===== src/rtl/bpt_pkg.sv =====
// ----------------------------------------------------------------------------
// bpt_pkg
// Widths, register indexes and shared types of the barometer compensation.
// ----------------------------------------------------------------------------
package bpt_pkg;

  localparam int RAW_W    = 24;  // raw conversion words
  localparam int COEFF_W  = 16;  // calibration words
  localparam int DT_W     = 25;  // temperature difference, signed
  localparam int PROD_W   = 42;  // dT times a calibration word, signed
  localparam int SQ_W     = 50;  // dT squared, signed container
  localparam int TEMP_W   = 19;  // output temperature
  localparam int TWIDE_W  = 20;  // temperature before saturation
  localparam int T2_W     = 17;  // second-order temperature term
  localparam int LOW_W    = 36;  // squared low-temperature terms
  localparam int CORR_W   = 39;  // second-order offset / sensitivity terms
  localparam int OFF_W    = 40;  // offset, signed
  localparam int SENS_W   = 39;  // sensitivity, signed
  localparam int SLO_W    = 20;  // low slice of sensitivity for the split product
  localparam int SHI_W    = SENS_W - SLO_W;
  localparam int PLO_W    = RAW_W + SLO_W;
  localparam int PHI_W    = RAW_W + 1 + SHI_W;
  localparam int PFULL_W  = 64;  // full pressure product, signed
  localparam int DIFF_W   = 44;  // scaled product minus offset, signed
  localparam int PWIDE_W  = DIFF_W - 15;
  localparam int PRESS_W  = 24;  // output pressure
  localparam int NSTG     = 9;   // pipeline register stages

  localparam int APB_AW   = 5;
  localparam int APB_DW   = 32;

  // register indexes (byte address / 4)
  localparam logic [2:0] REG_SENS     = 3'd0;
  localparam logic [2:0] REG_OFF      = 3'd1;
  localparam logic [2:0] REG_SENS_TC  = 3'd2;
  localparam logic [2:0] REG_OFF_TC   = 3'd3;
  localparam logic [2:0] REG_TREF     = 3'd4;
  localparam logic [2:0] REG_TSLOPE   = 3'd5;

  localparam logic signed [TWIDE_W-1:0] TEMP_REF  = 20'sd2000;
  localparam logic signed [TWIDE_W-1:0] TEMP_VLOW = -20'sd1500;

  typedef struct packed {
    logic [COEFF_W-1:0] sens;
    logic [COEFF_W-1:0] off;
    logic [COEFF_W-1:0] sens_tc;
    logic [COEFF_W-1:0] off_tc;
    logic [COEFF_W-1:0] tref;
    logic [COEFF_W-1:0] tslope;
  } bpt_coeff_t;

endpackage


===== src/rtl/bpt_cfg_regs.sv =====
// ----------------------------------------------------------------------------
// bpt_cfg_regs
// APB register file holding the six calibration words.
// ----------------------------------------------------------------------------
module bpt_cfg_regs
  import bpt_pkg::*;
(
  input  logic              clk,
  input  logic              rst_n,
  input  logic              psel,
  input  logic              penable,
  input  logic              pwrite,
  input  logic [APB_AW-1:0] paddr,
  input  logic [APB_DW-1:0] pwdata,
  output logic [APB_DW-1:0] prdata,
  output bpt_coeff_t        coeff
);

  bpt_coeff_t       coeff_r;
  bpt_coeff_t       coeff_nxt;
  logic [2:0]       idx;
  logic             wr_en;
  logic [COEFF_W-1:0] wval;
  logic [COEFF_W-1:0] rval;

  assign idx   = paddr[APB_AW-1:2];
  assign wr_en = psel && penable && pwrite;
  assign wval  = pwdata[COEFF_W-1:0];

  always_comb begin
    coeff_nxt = coeff_r;
    if (wr_en) begin
      case (idx)
        REG_SENS:    coeff_nxt.sens    = wval;
        REG_OFF:     coeff_nxt.off     = wval;
        REG_SENS_TC: coeff_nxt.sens_tc = wval;
        REG_OFF_TC:  coeff_nxt.off_tc  = wval;
        REG_TREF:    coeff_nxt.tref    = wval;
        REG_TSLOPE:  coeff_nxt.tslope  = wval;
        default:     coeff_nxt = coeff_r;  // drop writes past the last register
      endcase
    end
  end

  always_ff @(posedge clk) begin
    if (!rst_n) begin
      coeff_r <= '0;
    end else begin
      coeff_r <= coeff_nxt;
    end
  end

  always_comb begin
    case (idx)
      REG_SENS:    rval = coeff_r.sens;
      REG_OFF:     rval = coeff_r.off;
      REG_SENS_TC: rval = coeff_r.sens_tc;
      REG_OFF_TC:  rval = coeff_r.off_tc;
      REG_TREF:    rval = coeff_r.tref;
      REG_TSLOPE:  rval = coeff_r.tslope;
      default:     rval = '0;
    endcase
  end

  assign prdata = {{(APB_DW-COEFF_W){1'b0}}, rval};
  assign coeff  = coeff_r;

endmodule


===== config.mk =====
export PLATFORM = sky130hd
export DESIGN_NAME = bpt_cfg_regs
export DESIGN_NICKNAME = d
export VERILOG_FILES = /design/src/rtl/bpt_pkg.sv /design/src/rtl/bpt_cfg_regs.sv
export SDC_FILE = /design/constraint.sdc
export NUM_CORES = 1
export LEC_CHECK = 0
export ABC_AREA = 1
export BUFFER_PORTS_ARGS = -buffer_cell sky130_fd_sc_hd__clkbuf_2
export CORE_UTILIZATION = 39
export CTS_CLUSTER_SIZE = 14
export DETAILED_ROUTE_END_ITERATION = 12
export PLACE_DENSITY = 0.71
export SYNTH_ARGS = -nofsm -noshare
export SYNTH_HDL_FRONTEND = slang
export SYNTH_SLANG_ARGS = --single-unit

===== constraint.sdc =====
create_clock -name clk -period 2 [get_ports clk]
set_clock_uncertainty 0.1 [all_clocks]
set_input_delay 0.4 -clock clk [delete_from_list [all_inputs] [get_ports clk]]
set_output_delay 0.4 -clock clk [all_outputs]
set_load 0.05 [all_outputs]

==> summary.md <==
| Metric | Value |
|---|---|
| Syn_area_per_cell | 6.349 um2 |
| CTS tree | yes |
| Critical path type | input pin to output pin |
| Nets@finish | 960 |
| Crit-path leading delay family | buffers and inverters |
| Remaining DRCs | 0 |
| Yosys cell types | 20 |
| Initial DRC Count | 462 |
| Post-Synthesis Cells | just under 800 |
| CTS hold repair buffers | 0 |
| Final number of setup-violating endpoints | 0 |
| Met3 wire length | between 1000 and 1500 um |
| Placer Congestion | 0.8354 |
| Rows | 40 |
| Via count | 5389 |
| Hold WC Path Type | input pin to register |
| Worst setup SP type | input pin |
| Crit-path max FO | 12 |
| Most common cell after layout, fill and taps aside | nand2_1 |
| Fmax | 507.6 MHz |
| Clock Path Buffers | 2 |
| Final hold slack | ~0.38 ns |
| LEAKAGE | roughly 0.0032 uW |
| Total track usage | 0.2471 |
| Yosys warnings | 0 |
| Crit end category | output pin |
| Crit path cell chain | clkbuf_4 > inv_2 > buf_12 > nand4_1 > nand2_1 > nor2_1 > nand2_2 > buf_12 |
| Area grow syn2layout | 31.83% |
| DR WL met2 | a little under 8000 um |
| Worst Path Required | 1.50 ns |
| Die area | 0.01319 mm2 |
| Max reg flops | 96 |
| Status | complete, no violations |
| Setup Total Neg Slack | 0 ns |
| Pin count of the biggest net entering global routing | 44 |
| Die Y | 114.8 um |
| Io pins | 170 |
| Unrepaired setup endpoints after global routing | true |
| Root Driver | clkbuf_16 |
| Port bufs | roughly 140 |
| Initial antenna violation count | 0 |
| Avg WL per Cell | around 15 um |
| Number of routed nets with antenna violations | 0 |
| Clock Latency Late Sink | between 0.3 and 0.4 ns |
| Overall die width | 114.8 um |
| First-pass GRT wire length | ~25000 um |
| Clock net sink count | 96 |
| Core ar. | 0.01221 mm2 |
| Number of antenna repair diodes | 0 |
| Share of cells above drive strength 1 | 0.2557 |
| Slowest-stage cell, CP | nor2_1 |
| Most frequent cells in the layout | nand2_1, nor2_1, clkbuf_2 |
| Num CTS Buffers | 9 |
| Initial Util | 0.4066 |
| Slew Viols, Final | 0 |
| Number of global-route vias before repair | between 4000 and 5000 |
| Fin crit period | 1.970 ns |
| Post-Route WL | 16380 um |
| Max_cap viols | 0 |
| VDD IR max | 0.5088 mV |
| Final hold viol count | 0 |
| H-tree levels | 3 |
| DP HPWL | 11440 um |
| Most used cell, CP | buf_12 |
| Wire length on met1 | 6979 um |
| WP data arrival | between 1 and 1.5 ns |
| Total gr overflow | 0 |
| Vias per std cell | a little under 5 |
| Max Used Layer | met4 |
| Pwr per Cell Area | 655.5 mW/mm2 |
| Final period util | 0.9850 |
| Drt first pass iters | 5 |
| CP bufs+invs | 4 |
| Reg clk slew, reported paths | 0.06 ns |
| Netlist Area Pre-Place | 0.004965 mm2 |
| Max stage delay on crit path | 0.21 ns |
| Seq cells post-synth | 96 |
| Post-synthesis sequential area ratio | 0.3871 |
[synth_stat cells, drive strengths merged]
master,count,area share
a21oi,2,0.0020
inv,35,0.026
clkinv,1,0.0010
conb,1,0.00076
dfxtp,96,0.39
nor2,222,0.18
nand3,102,0.11
buf,63,0.080
nand2,224,0.17
clkbuf,6,0.0045
nand4,30,0.038
[final cells by class]
cell class | instances | area, um2
inverter | 36 | 136.4
fill | 1253 | 5667
clock buffer | 13 | 270.3
multi-input combinational | 596 | 2603
clock inverter | 3 | 23.77
timing repair buffer | 179 | 1380
tap | 168 | 210.2
sequential | 96 | 1922
[what timing repair did]
action / 4_1_cts / 5_1_grt
pin swaps: 0 / 2
endpoints found under the setup margin: 13 / 16
resized for setup: 6 / 22
setup buffers: 0 / 7
gates cloned: 0 / 1
[power breakdown]
group          internal (uW)  switching [uW]  total (uW)
clock                    951             755        1710
combinational            175             452         627
sequential              1940            21.6        1960
[stage by stage]
step                      power [uW]  cells  worst slack [ns]  cell area (um2)    util
after floorplan                 2439    797         0.0004590             5051       -
after global placement          2592   1067          -0.04138             6100  0.4995
after detailed placement        2596   1067          -0.03824             6100  0.4995
after CTS                       4296   1083          0.003353             6411  0.5250
after global routing            4434   1091          -0.03615             6545  0.5360
final                           4290   1091           0.03005             6545  0.5360
[worst paths after layout]
path / startpoint / end / slack, ns / cells after the start
worst min-delay path: pwdata[1] / coeff[33]$_SDFFE_PN0P_ / 0.38 / 5
worst min register to register: coeff[84]$_SDFFE_PN0P_ / coeff[84]$_SDFFE_PN0P_ / 0.40 / 2
worst max register to register: coeff[21]$_SDFFE_PN0P_ / coeff[21]$_SDFFE_PN0P_ / 1.28 / 2
worst max-delay path: paddr[3] / prdata[7] / 0.03 / 8
[routing by layer]
metal / track usage / vias up
met2: 0.4125 / 247
met5: 0 / -
met1: 0.3178 / 2423
met4: 0.08225 / 0
met3: 0.05219 / 28
li1: - / 2691
[worst register-to-register path: cells and delay by family (launching register included)]
family	cells	cell delay, ns
simple gates	2	0.18
flops	1	0.38
[logic make-up (layout without fill, tap and decap cells)]
| logic type | after synthesis | in the layout | share of synthesized area |
|---|---|---|---|
| AND/OR/NAND/NOR | 578 | 578 | 0.4985 |
| buffers and inverters | 105 | 231 | 0.1116 |
| flip-flops | 96 | 96 | 0.3871 |
| AO/OA/AOI/OAI | 2 | 2 | 0.002016 |
| other | 1 | 16 | 0.0007553 |
(Power assumes the default switching activity.)
